--- src/sv/pqsh_pkg.sv ---
`timescale 1ns / 1ps
// Shared types and constants for the priority queue with service history.
// No dependencies; imported by the wait queue, history, sequencer, top and checker.
package pqsh_pkg;

  // Request codes
  localparam logic [1:0] ACT_ENQ   = 2'd0;
  localparam logic [1:0] ACT_SERVE = 2'd1;
  localparam logic [1:0] ACT_UNDO  = 2'd2;

  // Result status codes
  localparam logic [1:0] ST_OK    = 2'd0;
  localparam logic [1:0] ST_EMPTY = 2'd1;
  localparam logic [1:0] ST_FULL  = 2'd2;

  localparam logic [4:0]  LIMIT_RESET  = 5'd10;
  localparam logic [15:0] TICKET_FIRST = 16'd1;
  localparam logic [15:0] TICKET_LAST  = 16'hFFFF;

  typedef enum logic {CS_IDLE, CS_EXEC} ctl_state_t;

  // One waiting item
  typedef struct packed {
    logic [15:0] ticket;
    logic [15:0] name_ref;
    logic [15:0] complaint_ref;
  } qent_t;

  // One history record
  typedef struct packed {
    logic [15:0] ticket;
    logic [15:0] name_ref;
    logic [15:0] complaint_ref;
    logic [15:0] doctor_ref;
  } hent_t;

  // Queue memory commands
  typedef struct packed {
    logic rd_en;
    logic push;
    logic pop;
  } qcmd_t;

  // History memory commands
  typedef struct packed {
    logic rd_en;
    logic push;
    logic pop;
  } hcmd_t;

endpackage

--- src/sv/pqsh_if.sv ---
`timescale 1ns / 1ps
// Valid/ready channel interfaces for requests and results.
// Fixed payload widths; no package dependency.
interface pqsh_in_if;
  logic        valid;
  logic        ready;
  logic [1:0]  action;
  logic        urgent;
  logic [15:0] name_ref;
  logic [15:0] complaint_ref;
  logic [15:0] doctor_ref;

  modport source (output valid, action, urgent, name_ref, complaint_ref, doctor_ref,
                  input ready);
  modport sink   (input valid, action, urgent, name_ref, complaint_ref, doctor_ref,
                  output ready);
endinterface

interface pqsh_out_if;
  logic        valid;
  logic        ready;
  logic [1:0]  status;
  logic [15:0] ticket;
  logic [15:0] out_name_ref;
  logic [15:0] out_complaint_ref;
  logic [15:0] out_doctor_ref;
  logic        from_urgent;
  logic        dropped_oldest;
  logic [4:0]  urgent_waiting;
  logic [4:0]  normal_waiting;
  logic [4:0]  history_count;

  modport source (output valid, status, ticket, out_name_ref, out_complaint_ref,
                  out_doctor_ref, from_urgent, dropped_oldest, urgent_waiting,
                  normal_waiting, history_count,
                  input ready);
  modport sink   (input valid, status, ticket, out_name_ref, out_complaint_ref,
                  out_doctor_ref, from_urgent, dropped_oldest, urgent_waiting,
                  normal_waiting, history_count,
                  output ready);
endinterface

--- src/sv/pqsh_waitq.sv ---
`timescale 1ns / 1ps
// One FIFO wait queue: circular memory with registered read, head and count.
// Depends on pqsh_pkg.
module pqsh_waitq #(
  parameter int DEPTH = 16
) (
  input  logic                       clk,
  input  logic                       rst_n,
  input  pqsh_pkg::qcmd_t            cmd,
  input  pqsh_pkg::qent_t            wr_data,
  output pqsh_pkg::qent_t            rd_data,
  output logic [$clog2(DEPTH+1)-1:0] count
);
  import pqsh_pkg::*;

  localparam int AW = (DEPTH > 1) ? $clog2(DEPTH) : 1;
  localparam int CW = $clog2(DEPTH + 1);
  localparam int SW = CW + 1;

  qent_t          mem_r [DEPTH];
  qent_t          rd_data_r;
  logic [AW-1:0]  head_r, head_nxt;
  logic [CW-1:0]  count_r, count_nxt;
  logic [SW-1:0]  tail_sum;
  logic [SW-1:0]  tail_mod;
  logic [AW-1:0]  tail;

  // Tail slot: (head + count) wrapped once at the depth
  always_comb begin
    tail_sum = SW'(head_r) + SW'(count_r);
    tail_mod = (tail_sum >= SW'(DEPTH)) ? (tail_sum - SW'(DEPTH)) : tail_sum;
    tail     = tail_mod[AW-1:0];
  end

  // Pointer and occupancy update
  always_comb begin
    head_nxt  = head_r;
    count_nxt = count_r;
    if (cmd.push) begin
      count_nxt = count_r + CW'(1);
    end
    if (cmd.pop) begin
      head_nxt  = (head_r == AW'(DEPTH - 1)) ? '0 : head_r + AW'(1);
      count_nxt = count_r - CW'(1);
    end
  end

  always_ff @(posedge clk) begin
    if (!rst_n) begin
      head_r  <= '0;
      count_r <= '0;
    end else begin
      head_r  <= head_nxt;
      count_r <= count_nxt;
    end
  end

  // Storage: one write port at the tail, one registered read at the head
  always_ff @(posedge clk) begin
    if (cmd.push) begin
      mem_r[tail] <= wr_data;
    end
    if (cmd.rd_en) begin
      rd_data_r <= mem_r[head_r];
    end
  end

  assign rd_data = rd_data_r;
  assign count   = count_r;

endmodule

--- src/sv/pqsh_hist.sv ---
`timescale 1ns / 1ps
// Bounded service history: circular memory used as a stack, oldest dropped at
// the limit. Depends on pqsh_pkg.
module pqsh_hist #(
  parameter int DEPTH = 16
) (
  input  logic                       clk,
  input  logic                       rst_n,
  input  pqsh_pkg::hcmd_t            cmd,
  input  pqsh_pkg::hent_t            wr_data,
  input  logic [4:0]                 limit,
  output pqsh_pkg::hent_t            rd_data,
  output logic [$clog2(DEPTH+1)-1:0] count,
  output logic                       at_limit
);
  import pqsh_pkg::*;

  localparam int AW = (DEPTH > 1) ? $clog2(DEPTH) : 1;
  localparam int CW = $clog2(DEPTH + 1);
  localparam int SW = CW + 1;
  localparam int LW = (CW > 5) ? CW : 5;

  hent_t          mem_r [DEPTH];
  hent_t          rd_data_r;
  logic [AW-1:0]  oldest_r, oldest_nxt;
  logic [CW-1:0]  count_r, count_nxt;
  logic [SW-1:0]  end_sum;
  logic [SW-1:0]  end_mod;
  logic [AW-1:0]  push_slot;
  logic [AW-1:0]  top_slot;
  logic [LW-1:0]  lim_ext;
  logic [LW-1:0]  eff_limit;

  // Slot after the newest entry; the newest sits one below it
  always_comb begin
    end_sum   = SW'(oldest_r) + SW'(count_r);
    end_mod   = (end_sum >= SW'(DEPTH)) ? (end_sum - SW'(DEPTH)) : end_sum;
    push_slot = end_mod[AW-1:0];
    top_slot  = (end_mod == '0) ? AW'(DEPTH - 1) : (end_mod[AW-1:0] - AW'(1));
  end

  // Limit saturated to 1..DEPTH
  always_comb begin
    lim_ext = LW'(limit);
    if (lim_ext == '0) begin
      eff_limit = LW'(1);
    end else if (lim_ext > LW'(DEPTH)) begin
      eff_limit = LW'(DEPTH);
    end else begin
      eff_limit = lim_ext;
    end
  end

  assign at_limit = (LW'(count_r) >= eff_limit);

  // A push at the limit retires the oldest entry; the new one lands in the
  // same end slot either way
  always_comb begin
    oldest_nxt = oldest_r;
    count_nxt  = count_r;
    if (cmd.push) begin
      if (at_limit) begin
        oldest_nxt = (oldest_r == AW'(DEPTH - 1)) ? '0 : oldest_r + AW'(1);
      end else begin
        count_nxt = count_r + CW'(1);
      end
    end else if (cmd.pop) begin
      count_nxt = count_r - CW'(1);
    end
  end

  always_ff @(posedge clk) begin
    if (!rst_n) begin
      oldest_r <= '0;
      count_r  <= '0;
    end else begin
      oldest_r <= oldest_nxt;
      count_r  <= count_nxt;
    end
  end

  // Storage: write at the end slot, registered read of the newest entry
  always_ff @(posedge clk) begin
    if (cmd.push) begin
      mem_r[push_slot] <= wr_data;
    end
    if (cmd.rd_en) begin
      rd_data_r <= mem_r[top_slot];
    end
  end

  assign rd_data = rd_data_r;
  assign count   = count_r;

endmodule

--- src/sv/pqsh_ctrl.sv ---
`timescale 1ns / 1ps
// Request sequencer: item capture, memory commands, ticket counter, limit
// register and result register. Depends on pqsh_pkg and pqsh_if.
module pqsh_ctrl #(
  parameter int QUEUE_DEPTH   = 16,
  parameter int HISTORY_DEPTH = 16
) (
  input  logic                               clk,
  input  logic                               rst_n,
  input  logic                               cfg_we,
  input  logic [4:0]                         cfg_wdata,
  pqsh_in_if.sink                            in_ch,
  pqsh_out_if.source                         out_ch,
  output pqsh_pkg::qcmd_t                    ucmd,
  output pqsh_pkg::qcmd_t                    ncmd,
  output pqsh_pkg::qent_t                    q_wdata,
  input  pqsh_pkg::qent_t                    u_rdata,
  input  pqsh_pkg::qent_t                    n_rdata,
  input  logic [$clog2(QUEUE_DEPTH+1)-1:0]   u_count,
  input  logic [$clog2(QUEUE_DEPTH+1)-1:0]   n_count,
  output pqsh_pkg::hcmd_t                    hcmd,
  output pqsh_pkg::hent_t                    h_wdata,
  input  pqsh_pkg::hent_t                    h_rdata,
  input  logic [$clog2(HISTORY_DEPTH+1)-1:0] h_count,
  input  logic                               h_at_limit,
  output logic [4:0]                         limit
);
  import pqsh_pkg::*;

  localparam int QCW = $clog2(QUEUE_DEPTH + 1);
  localparam int HCW = $clog2(HISTORY_DEPTH + 1);

  typedef struct packed {
    logic [1:0]  status;
    logic [15:0] ticket;
    logic [15:0] name_ref;
    logic [15:0] complaint_ref;
    logic [15:0] doctor_ref;
    logic        from_urgent;
    logic        dropped_oldest;
    logic [4:0]  urgent_waiting;
    logic [4:0]  normal_waiting;
    logic [4:0]  history_count;
  } res_t;

  ctl_state_t     state_r, state_nxt;
  logic           ovalid_r, ovalid_nxt;
  res_t           res_r, res_nxt;
  logic [15:0]    ticket_r, ticket_nxt;
  logic [4:0]     limit_r;
  logic [1:0]     act_r;
  logic           urg_r;
  logic [15:0]    name_r;
  logic [15:0]    compl_r;
  logic [15:0]    doc_r;
  logic           in_xfer;
  logic           finish;
  qent_t          served;
  logic [QCW-1:0] u_after, n_after;
  logic [HCW-1:0] h_after;

  assign in_ch.ready = (state_r == CS_IDLE);
  assign in_xfer     = in_ch.valid && in_ch.ready;
  // Result register free, or being emptied this cycle
  assign finish      = (state_r == CS_EXEC) && (!ovalid_r || out_ch.ready);
  assign served      = (u_count != '0) ? u_rdata : n_rdata;

  // Request capture
  always_ff @(posedge clk) begin
    if (in_xfer) begin
      act_r   <= in_ch.action;
      urg_r   <= in_ch.urgent;
      name_r  <= in_ch.name_ref;
      compl_r <= in_ch.complaint_ref;
      doc_r   <= in_ch.doctor_ref;
    end
  end

  // Sequencer: read on transfer, modify and write back in the execute state once the result register is free
  always_comb begin
    state_nxt  = state_r;
    ovalid_nxt = ovalid_r && !out_ch.ready;
    res_nxt    = res_r;
    ticket_nxt = ticket_r;
    ucmd       = '0;
    ncmd       = '0;
    hcmd       = '0;
    q_wdata    = '{ticket: ticket_r, name_ref: name_r, complaint_ref: compl_r};
    h_wdata    = '{ticket: served.ticket, name_ref: served.name_ref,
                   complaint_ref: served.complaint_ref, doctor_ref: doc_r};
    u_after    = u_count;
    n_after    = n_count;
    h_after    = h_count;

    case (state_r)
      CS_IDLE: begin
        if (in_xfer) begin
          ucmd.rd_en = 1'b1;
          ncmd.rd_en = 1'b1;
          hcmd.rd_en = 1'b1;
          state_nxt  = CS_EXEC;
        end
      end
      CS_EXEC: begin
        if (finish) begin
          state_nxt      = CS_IDLE;
          ovalid_nxt     = 1'b1;
          res_nxt        = '0;
          res_nxt.status = ST_EMPTY;
          case (act_r)
            ACT_ENQ: begin
              if (urg_r ? (u_count == QCW'(QUEUE_DEPTH)) : (n_count == QCW'(QUEUE_DEPTH)))
              begin
                res_nxt.status = ST_FULL;
              end else begin
                if (urg_r) begin
                  ucmd.push = 1'b1;
                  u_after   = u_count + QCW'(1);
                end else begin
                  ncmd.push = 1'b1;
                  n_after   = n_count + QCW'(1);
                end
                res_nxt.status = ST_OK;
                res_nxt.ticket = ticket_r;
                ticket_nxt     = (ticket_r == TICKET_LAST) ? TICKET_FIRST : ticket_r + 16'd1;
              end
            end
            ACT_SERVE: begin
              if (u_count != '0 || n_count != '0) begin
                if (u_count != '0) begin
                  ucmd.pop            = 1'b1;
                  u_after             = u_count - QCW'(1);
                  res_nxt.from_urgent = 1'b1;
                end else begin
                  ncmd.pop = 1'b1;
                  n_after  = n_count - QCW'(1);
                end
                hcmd.push              = 1'b1;
                h_after                = h_at_limit ? h_count : h_count + HCW'(1);
                res_nxt.status         = ST_OK;
                res_nxt.ticket         = served.ticket;
                res_nxt.name_ref       = served.name_ref;
                res_nxt.complaint_ref  = served.complaint_ref;
                res_nxt.doctor_ref     = doc_r;
                res_nxt.dropped_oldest = h_at_limit;
              end
            end
            ACT_UNDO: begin
              if (h_count != '0) begin
                hcmd.pop              = 1'b1;
                h_after               = h_count - HCW'(1);
                res_nxt.status        = ST_OK;
                res_nxt.ticket        = h_rdata.ticket;
                res_nxt.name_ref      = h_rdata.name_ref;
                res_nxt.complaint_ref = h_rdata.complaint_ref;
                res_nxt.doctor_ref    = h_rdata.doctor_ref;
              end
            end
            default: begin
              res_nxt.status = ST_EMPTY;
            end
          endcase
          res_nxt.urgent_waiting = 5'(u_after);
          res_nxt.normal_waiting = 5'(n_after);
          res_nxt.history_count  = 5'(h_after);
        end
      end
      default: begin
        state_nxt = CS_IDLE;
      end
    endcase
  end

  always_ff @(posedge clk) begin
    if (!rst_n) begin
      state_r  <= CS_IDLE;
      ovalid_r <= 1'b0;
      ticket_r <= TICKET_FIRST;
      limit_r  <= LIMIT_RESET;
    end else begin
      state_r  <= state_nxt;
      ovalid_r <= ovalid_nxt;
      ticket_r <= ticket_nxt;
      if (cfg_we) begin
        limit_r <= cfg_wdata;
      end
    end
  end

  // Result payload
  always_ff @(posedge clk) begin
    res_r <= res_nxt;
  end

  assign limit                    = limit_r;
  assign out_ch.valid             = ovalid_r;
  assign out_ch.status            = res_r.status;
  assign out_ch.ticket            = res_r.ticket;
  assign out_ch.out_name_ref      = res_r.name_ref;
  assign out_ch.out_complaint_ref = res_r.complaint_ref;
  assign out_ch.out_doctor_ref    = res_r.doctor_ref;
  assign out_ch.from_urgent       = res_r.from_urgent;
  assign out_ch.dropped_oldest    = res_r.dropped_oldest;
  assign out_ch.urgent_waiting    = res_r.urgent_waiting;
  assign out_ch.normal_waiting    = res_r.normal_waiting;
  assign out_ch.history_count     = res_r.history_count;

endmodule

--- src/sv/priority_queue_with_service_history_top.sv ---
`timescale 1ns / 1ps
// Two-level strict priority queue with a bounded service history.
//
// Channels: in_ch takes requests (enqueue, serve, undo) with their handles;
// out_ch returns one result per request with status, ticket, handles and the
// occupancies after the request. Both are valid/ready; a transfer happens on
// a rising edge with valid and ready high. cfg_we/cfg_wdata set the history
// limit (saturated to 1..HISTORY_DEPTH); the user must write it only while no
// request is in flight, which the block itself does not enforce.
// The transfer edge reads both queue heads and the newest history entry; in
// the execute state the block writes back to the queue and history memories
// and loads the result register, from which the result then transfers.
// A new request is not taken until the last one has left the execute state.
// The result register lets a new request transfer while a result waits; if
// out_ch stalls, the following request holds in the write-back cycle until
// the result register is free.
// Reset clears queue and history pointers, sets the next ticket to 1 and the
// limit to 10; memory contents are not cleared and need no clearing pass.
// Depends on pqsh_pkg, pqsh_if, pqsh_waitq, pqsh_hist and pqsh_ctrl.
module priority_queue_with_service_history_top #(
  parameter int QUEUE_DEPTH   = 16,
  parameter int HISTORY_DEPTH = 16
) (
  input  logic       clk,
  input  logic       rst_n,
  input  logic       cfg_we,
  input  logic [4:0] cfg_wdata,
  pqsh_in_if.sink    in_ch,
  pqsh_out_if.source out_ch
);
  import pqsh_pkg::*;

  localparam int QCW = $clog2(QUEUE_DEPTH + 1);
  localparam int HCW = $clog2(HISTORY_DEPTH + 1);

  qcmd_t          ucmd, ncmd;
  hcmd_t          hcmd;
  qent_t          q_wdata, u_rdata, n_rdata;
  hent_t          h_wdata, h_rdata;
  logic [QCW-1:0] u_count, n_count;
  logic [HCW-1:0] h_count;
  logic           h_at_limit;
  logic [4:0]     limit;

  // Urgent wait queue
  pqsh_waitq #(.DEPTH(QUEUE_DEPTH)) u_urgent_q (
    .clk     (clk),
    .rst_n   (rst_n),
    .cmd     (ucmd),
    .wr_data (q_wdata),
    .rd_data (u_rdata),
    .count   (u_count)
  );

  // Normal wait queue
  pqsh_waitq #(.DEPTH(QUEUE_DEPTH)) u_normal_q (
    .clk     (clk),
    .rst_n   (rst_n),
    .cmd     (ncmd),
    .wr_data (q_wdata),
    .rd_data (n_rdata),
    .count   (n_count)
  );

  // Service history
  pqsh_hist #(.DEPTH(HISTORY_DEPTH)) u_hist (
    .clk      (clk),
    .rst_n    (rst_n),
    .cmd      (hcmd),
    .wr_data  (h_wdata),
    .limit    (limit),
    .rd_data  (h_rdata),
    .count    (h_count),
    .at_limit (h_at_limit)
  );

  // Sequencer and result register
  pqsh_ctrl #(
    .QUEUE_DEPTH   (QUEUE_DEPTH),
    .HISTORY_DEPTH (HISTORY_DEPTH)
  ) u_ctrl (
    .clk        (clk),
    .rst_n      (rst_n),
    .cfg_we     (cfg_we),
    .cfg_wdata  (cfg_wdata),
    .in_ch      (in_ch),
    .out_ch     (out_ch),
    .ucmd       (ucmd),
    .ncmd       (ncmd),
    .q_wdata    (q_wdata),
    .u_rdata    (u_rdata),
    .n_rdata    (n_rdata),
    .u_count    (u_count),
    .n_count    (n_count),
    .hcmd       (hcmd),
    .h_wdata    (h_wdata),
    .h_rdata    (h_rdata),
    .h_count    (h_count),
    .h_at_limit (h_at_limit),
    .limit      (limit)
  );

endmodule

--- src/flat_wrapper.sv ---
// flat-port wrapper written by rule: the top's interface ports become plain ports
module priority_queue_with_service_history_top_flat import pqsh_pkg::*;
#(
  parameter int QUEUE_DEPTH   = 16,
  parameter int HISTORY_DEPTH = 16
)
  (clk, rst_n, cfg_we, cfg_wdata, in_ch_valid, in_ch_action, in_ch_urgent, in_ch_name_ref, in_ch_complaint_ref, in_ch_doctor_ref, in_ch_ready, out_ch_valid, out_ch_status, out_ch_ticket, out_ch_out_name_ref, out_ch_out_complaint_ref, out_ch_out_doctor_ref, out_ch_from_urgent, out_ch_dropped_oldest, out_ch_urgent_waiting, out_ch_normal_waiting, out_ch_history_count, out_ch_ready);
  pqsh_in_if in_ch_i ();
  pqsh_out_if out_ch_i ();
  input  logic clk;
  input  logic rst_n;
  input  logic cfg_we;
  input  logic [4:0] cfg_wdata;
  input wire logic [$bits(in_ch_i.valid)-1:0] in_ch_valid;
  input wire logic [$bits(in_ch_i.action)-1:0] in_ch_action;
  input wire logic [$bits(in_ch_i.urgent)-1:0] in_ch_urgent;
  input wire logic [$bits(in_ch_i.name_ref)-1:0] in_ch_name_ref;
  input wire logic [$bits(in_ch_i.complaint_ref)-1:0] in_ch_complaint_ref;
  input wire logic [$bits(in_ch_i.doctor_ref)-1:0] in_ch_doctor_ref;
  output wire logic [$bits(in_ch_i.ready)-1:0] in_ch_ready;
  output wire logic [$bits(out_ch_i.valid)-1:0] out_ch_valid;
  output wire logic [$bits(out_ch_i.status)-1:0] out_ch_status;
  output wire logic [$bits(out_ch_i.ticket)-1:0] out_ch_ticket;
  output wire logic [$bits(out_ch_i.out_name_ref)-1:0] out_ch_out_name_ref;
  output wire logic [$bits(out_ch_i.out_complaint_ref)-1:0] out_ch_out_complaint_ref;
  output wire logic [$bits(out_ch_i.out_doctor_ref)-1:0] out_ch_out_doctor_ref;
  output wire logic [$bits(out_ch_i.from_urgent)-1:0] out_ch_from_urgent;
  output wire logic [$bits(out_ch_i.dropped_oldest)-1:0] out_ch_dropped_oldest;
  output wire logic [$bits(out_ch_i.urgent_waiting)-1:0] out_ch_urgent_waiting;
  output wire logic [$bits(out_ch_i.normal_waiting)-1:0] out_ch_normal_waiting;
  output wire logic [$bits(out_ch_i.history_count)-1:0] out_ch_history_count;
  input wire logic [$bits(out_ch_i.ready)-1:0] out_ch_ready;
  assign in_ch_i.valid = in_ch_valid;
  assign in_ch_i.action = in_ch_action;
  assign in_ch_i.urgent = in_ch_urgent;
  assign in_ch_i.name_ref = in_ch_name_ref;
  assign in_ch_i.complaint_ref = in_ch_complaint_ref;
  assign in_ch_i.doctor_ref = in_ch_doctor_ref;
  assign in_ch_ready = in_ch_i.ready;
  assign out_ch_valid = out_ch_i.valid;
  assign out_ch_status = out_ch_i.status;
  assign out_ch_ticket = out_ch_i.ticket;
  assign out_ch_out_name_ref = out_ch_i.out_name_ref;
  assign out_ch_out_complaint_ref = out_ch_i.out_complaint_ref;
  assign out_ch_out_doctor_ref = out_ch_i.out_doctor_ref;
  assign out_ch_from_urgent = out_ch_i.from_urgent;
  assign out_ch_dropped_oldest = out_ch_i.dropped_oldest;
  assign out_ch_urgent_waiting = out_ch_i.urgent_waiting;
  assign out_ch_normal_waiting = out_ch_i.normal_waiting;
  assign out_ch_history_count = out_ch_i.history_count;
  assign out_ch_i.ready = out_ch_ready;
  priority_queue_with_service_history_top #(.QUEUE_DEPTH(QUEUE_DEPTH), .HISTORY_DEPTH(HISTORY_DEPTH)) u_core (.clk(clk), .rst_n(rst_n), .cfg_we(cfg_we), .cfg_wdata(cfg_wdata), .in_ch(in_ch_i), .out_ch(out_ch_i));
endmodule
--- config.mk ---
export PLATFORM = sky130hd
export DESIGN_NAME = priority_queue_with_service_history_top_flat
export DESIGN_NICKNAME = d
export VERILOG_FILES = /design/src/sv/pqsh_pkg.sv /design/src/sv/pqsh_if.sv /design/src/sv/pqsh_waitq.sv /design/src/sv/pqsh_hist.sv /design/src/sv/pqsh_ctrl.sv /design/src/sv/priority_queue_with_service_history_top.sv /design/src/flat_wrapper.sv
export SDC_FILE = /design/constraint.sdc
export NUM_CORES = 2
export LEC_CHECK = 0
export ABC_AREA = 1
export CORE_MARGIN = 8
export CORE_UTILIZATION = 31
export CTS_CLUSTER_DIAMETER = 60
export DETAILED_ROUTE_END_ITERATION = 12
export DONT_BUFFER_PORTS = 1
export PLACE_DENSITY = 0.43
export SLEW_MARGIN = 20
export SYNTH_ARGS = -nofsm -noshare
export SYNTH_HDL_FRONTEND = slang
export SYNTH_SLANG_ARGS = --single-unit
export TNS_END_PERCENT = 20
--- constraint.sdc ---
create_clock -name clk -period 19 [get_ports clk]
set_clock_uncertainty 0.1 [all_clocks]
set_input_delay 4.75 -clock clk [delete_from_list [all_inputs] [get_ports clk]]
set_output_delay 4.75 -clock clk [all_outputs]
set_load 0.01 [all_outputs]
# Word-level counts from Yosys, hierarchy flattened
# Memories as Yosys holds them, arrays and structs flattened. A register that Yosys moved wholly into a read port is not among the register bits.
# Index checks and enable logic that the tools add are counted.
[word_totals]
register_bits = 184
mem_bits_rw = 2560
elab_cells = 153
memories = 3
[memory_table]
columns = ["name", "words", "width", "rd", "rd_ports_with_merged_regs", "wr", "line_no", "rtl"]
rows = [
  ["u_core.u_hist.mem_r", 16, 64, 1, 1, 1, "pqsh_hist.sv:23", "hent_t mem_r [DEPTH];"],
  ["u_core.u_normal_q.mem_r", 16, 48, 1, 1, 1, "pqsh_waitq.sv:20", "qent_t mem_r [DEPTH];"],
  ["u_core.u_urgent_q.mem_r", 16, 48, 1, 1, 1, "pqsh_waitq.sv:20", ""],
]
[classes]
add_sub_neg = 17
magnitude_cmp = 5
eq_ne = 8
muxes = 73
bitwise = 2
reduce_logical = 20
[op_table]
columns = ["operator", "count"]
rows = [
  ["48-bit case mux with 2 select lines", 1],
  ["5-bit 2-to-1 mux", 19],
  ["67-bit 2-to-1 mux", 1],
  ["65-bit 2-to-1 mux", 1],
  ["48-bit 2-to-1 mux", 1],
  ["16-bit case mux with 3 select lines", 1],
  ["16-bit 2-to-1 mux", 2],
  ["5-bit case mux with 2 select lines", 3],
  ["1-bit 2-to-1 mux", 28],
  ["4-bit 2-to-1 mux", 6],
  ["4-bit by 5-bit adder with 6-bit output", 3],
  ["6-bit by 5-bit >= comparator with 1-bit output, second input constant", 3],
  ["16-bit by 1-bit adder with 16-bit output, second input constant", 1],
  ["16-bit == test, second input constant", 1],
  ["5-bit by 1-bit adder with 5-bit output, second input constant", 3],
  ["5-bit nonzero test", 3],
  ["5-bit by 1-bit subtractor with 5-bit output, second input constant", 3],
  ["2-bit 2-to-1 mux", 7],
  ["4-bit by 1-bit adder with 4-bit output, second input constant", 3],
  ["4-bit == test, second input constant", 3],
  ["4-bit by 1-bit subtractor with 4-bit output, second input constant", 3],
  ["5-bit == test, second input constant", 2],
  ["6-bit zero test", 1],
  ["6-bit 2-to-1 mux", 1],
  ["16 further kinds", 25],
]

# Longest topological paths before layout
[depth]
ltp_word = 8
depth_mapped = 24
depth_no_buf = 22

# Modules after synthesis
# A second synthesis with hierarchy kept.
[unflattened]
hier_cells = 11174
hier_area_um2 = 122882.9
[by_module_without_submodules]
columns = ["mod", "instances", "cells_per_inst", "area_each_um2", "seq_area_each_um2"]
rows = [
  ["pqsh_waitq", 2, 3438, 35566.6, 24683.7],
  ["pqsh_hist", 1, 3338, 43676.9, 32851.5],
  ["pqsh_ctrl", 1, 960, 8072.7, 4484.3],
]

# Worst setup path before layout
# OpenSTA, ideal clock, no wires.
[synth_path]
path_kind = "input to register"
startpoint = "input in_ch_valid"
endpoint = "register u_core.u_ctrl.act_r[0] (enable)"
setup_ns = 0.793
arrival_time_ns = 13.649
required_time_ns = 18.107
path_slack_ns = 4.458
path_stages = 2
path_cell_list = "inv_1 -> nor2_1"
[synth_between]
elab_chain_len = 1
[synth_lines]
columns = ["item", "line_no", "rtl"]
rows = [
  ["from (decl)", "flat_wrapper.sv:14", "input wire logic [$bits(in_ch_i.valid)-1:0] in_ch_valid;"],
  ["1-bit logical AND", "pqsh_ctrl.sv:63", "assign in_xfer = in_ch.valid && in_ch.ready;"],
  ["to (signal assigned)", "pqsh_ctrl.sv:71", "act_r <= in_ch.action;"],
  ["to (decl)", "pqsh_ctrl.sv:51", "logic [1:0] act_r;"],
]
# Every way passes these cells.
# A chain may end at the register's enable or synchronous reset.

# Worst setup path after layout
[layout_path]
startpoint = "input out_ch_ready"
endpoint = "memory u_core.u_hist.mem_r[5][30] in the netlist's numbering (enable)"
[layout_between]
elab_chain_len = 6
[layout_lines]
columns = ["item", "line_no", "rtl"]
rows = [
  ["from (decl)", "flat_wrapper.sv:32", "input wire logic [$bits(out_ch_i.ready)-1:0] out_ch_ready;"],
  ["1-bit logical OR", "pqsh_ctrl.sv:65", "assign finish = (state_r == CS_EXEC) && (!ovalid_r || out_ch.ready);"],
  ["1-bit logical AND", "pqsh_ctrl.sv:65", ""],
  ["2-bit 2-to-1 mux", "pqsh_ctrl.sv:105", "if (finish) begin"],
  ["2-bit 2-to-1 mux", "pqsh_ctrl.sv:95", "case (state_r)"],
  ["1-bit 2-to-1 mux", "pqsh_hist.sv:84", "if (cmd.push) begin"],
  ["1-bit 2-to-1 mux (implied by the code)", "pqsh_hist.sv:85", "mem_r[push_slot] <= wr_data;"],
  ["to (decl)", "pqsh_hist.sv:23", ""],
]
# Every way passes these cells.

==> impl_metrics.yaml <==
outcome:
  outcome: "finished, final reports clean"
grt:
  gr-total-overflow: 0
  grt_usage_pct: 17.30
  grt_pass1_vias: 71771
  antenna_found_initial: 30
  grt_max_degree: 207
  grt_pass1_wl_mm: 517.0
layout:
  area_growth_pct: 13.99
  layout.cells.non_filler: 14592
  drive_above_1_share_pct: 7.995
  final_area_um2: 134300
  seqCellArea_um2: 86740
  mostFrequentLayoutCells: "edfxtp_1 (2854), nand2_1 (1650), nand3_1 (1353)"
  layout_commonest_cell: "edfxtp_1"
  fin_nets: 9388
  multiInputGateArea_um2: 26350
  fill_cells: 36530
sta:
  fin_crit_ns: 8.275
  timing.fmax_mhz: 120.9
  hold_viol: 0
  tightestPinTransition_ns: 1.139
  slew_viol_final: 0
  setup_tns_ns: 0
  slew_headroom_pct: 23.87
  rsz0062_at_grt: "no"
  finalCritPeriodShare_pct: 43.55
  setup_violations: 0
  hold_slack_ns: 0.4065
clock_network:
  cts_setup_buffers: 0
  ctsHtreeMaxLevel: 5
  path_clk_slew_ns: 0.06
  cts-root-buf: "clkbuf_16"
  cts_buffers: 345
  cts_max_path_buffers: 4
  cts_tree: "built"
  hold_buffers: 0
  worstSkewPairLatency_ns: 0.92
  clock-sinks: 2904
  ctsResizeCount: 0
logic_synthesis:
  ys_seq_elements: 2904
  synthesis.nets: 9470
  syn_avg_cell_area_um2: 12.58
  synth.distinct_cells: 51
  seq_area_frac_synth_pct: 73.57
  syn_area_um2: 117900
  synth-warning-count: 0
  synth.top_cell.area_share_pct: 72.72
  ys_top_cells_by_area: "edfxtp_1 (73%), nand3_1 (5.7%), nand2_1 (5.3%)"
  netlist_instances: 9370
  synth_edf_count: 2854
  synth_area_leader_cell: "edfxtp_1"
  async_reset_ff_share_pct: 0
  synthFlopType: "edfxtp_1"
detailed_routing:
  antenna_left: 0
  vias: 73272
  drc_errors: 0
  initialDrtViolationCount: 6159
  routed_via_density: 5.021
  wire_per_inst_um: 24.63
  first_pass_iters: 6
  drt-total-wl_mm: 359.3
pwr:
  pwr-share-comb_pct: 4.8
  p_int_w: 0.01108
  p_total_w: 0.01438
  p_clk_share_pct: 45.1
  leakagePower_nw: 45.96
  irDropWorstVdd_v: 0.00007900
  p_sw_share_pct: 22.91
  power_frac_seq_pct: 50.1
  pwr_density_cell_nw_per_um2: 107.0
  switching_power_w: 0.003295
placed_design:
  post-dp-hpwl_mm: 196.3
  dp.cells: 13953
  place_area_um2: 123200
  io_buffer_count: 0
  gp_congestion: 0.7570
critical_path:
  critical_path_class: "in2reg"
  critPathRequiredTime_ns: 19.43
  reg2regPathDepth: 21
  r2r-end: "u_core.u_hist.rd_data[27]"
  worstPathArrival_ns: 8.70
  critPathCaptureType: "register"
  startpoint_type: "input pin"
  path_max_fanout: 45
  rr_startpoint: "u_core.u_hist.count[0]"
  reg2reg_slack_ns: 13.07
worst_hold_path:
  min_to: "u_core.u_ctrl.limit[1]"
  hp-start: "u_core.u_ctrl.limit[1]"
  hold_depth: 2
  hold_path_class: "reg2reg"
run:
  maxCapViolCount: 0
die:
  rows: 226
  dieArea_um2: 400200
  initial_core_util_pct: 31.13
  boundaryPins: 146
  die_y_um: 632.6
  core_um2: 378600
  die_w_um: 632.6
final cells by class:
class	count	area share [%]
clock inverters	194	1.336
diodes	8	0.01490
flip-flops and latches	2904	64.57
repair buffers	170	1.101
inverters	641	1.820
well taps	5016	4.672
clock buffers	433	6.878
multi-input cells	5226	19.61
layer usage:
metal  up-vias  track usage, %  part of all wire (%)
li1      33521               -                     -
met1     37380           23.46                    44
met2      1866           29.60                    49
met3       505           1.865                   4.3
met4         0           4.493                   2.6
met5         -               0                     0
kinds of logic after synthesis:
kind of cell / synth area share, %
buf+inv: 4.463
xor+xnor: 0.1858
flops: 73.57
compound gates: 5.660
fa+ha+maj: 0.4332
simple gates: 14.36
mux: 1.325
power by group through the flow:
stage / clock network, W / registers (W) / logic [W]
3_3_place_gp: 0 / 0.00734 / 0.000691
2_1_floorplan: 0 / 0.00733 / 0.000395
5_1_grt: 0.00687 / 0.00721 / 0.000739
3_5_place_dp: 0 / 0.00734 / 0.000697
6_report: 0.00649 / 0.00721 / 0.000688
4_1_cts: 0.00666 / 0.00721 / 0.000698
registers in the layout, summed over array words and instances, names as in the netlist, 16 cells and up:
signal and count:
u_core.u_ctrl.compl_r 16, u_core.u_ctrl.doc_r 16, u_core.u_ctrl.name_r 16, u_core.u_ctrl.out_ch.out_complaint_ref 16, u_core.u_ctrl.out_ch.out_doctor_ref 16, u_core.u_ctrl.out_ch.out_name_ref 16
u_core.u_ctrl.out_ch.ticket 16, u_core.u_ctrl.ticket_r 16, u_core.u_hist.mem_r 1024, u_core.u_hist.rd_data 64, u_core.u_normal_q.mem_r 768, u_core.u_normal_q.rd_data 48
u_core.u_urgent_q.mem_r 768, u_core.u_urgent_q.rd_data 48
cells in the mapped netlist (9+ instances only):
master,number
o32ai_1,228
inv_1,631
o221ai_1,158
o211ai_1,42
ha_1,36
nand3_1,1353
clkbuf_1,376
buf_2,120
dfxtp_1,50
nand2_1,1652
o21ai_0,422
a21oi_1,91
mux2i_1,156
o31ai_1,15
nand4_1,9
nor3_1,22
nor2_1,943
buf_4,11
buf_1,39
xor2_1,19
a22oi_1,20
buf_6,50
edfxtp_1,2854
through the flow:
step,utilization [%],setup WS (ns)
after floorplan,-,4.458
after global placement,32.53,9.694
after detailed placement,32.54,9.675
after CTS,35.45,10.69
after global routing,35.48,10.51
final,35.48,10.73
critical path, stage by stage:
cell and delay (ns):
inv_1 0.02, nand2_1 0.07, nand2_1 0.25, inv_4 0.61, nand2_1 0.19, nor2_1 0.62, nand2_1 0.42, nor2_4 0.94
buf_4 0.67
worst max path at each step:
stage	startpoint	endpoint	slack, ns
finish	out_ch_ready	u_core.u_hist.mem_r[5][30]	10.73
global route	out_ch_ready	u_core.u_hist.mem_r[5][30]	10.51
CTS	out_ch_ready	u_core.u_hist.mem_r[5][30]	10.69
detailed placement	out_ch_ready	u_core.u_hist.mem_r[5][33]	9.68
global placement	out_ch_ready	u_core.u_hist.mem_r[5][30]	9.69
floorplan	in_ch_valid	u_core.u_ctrl.act_r[0]	4.46
(Power assumes the default switching activity.)
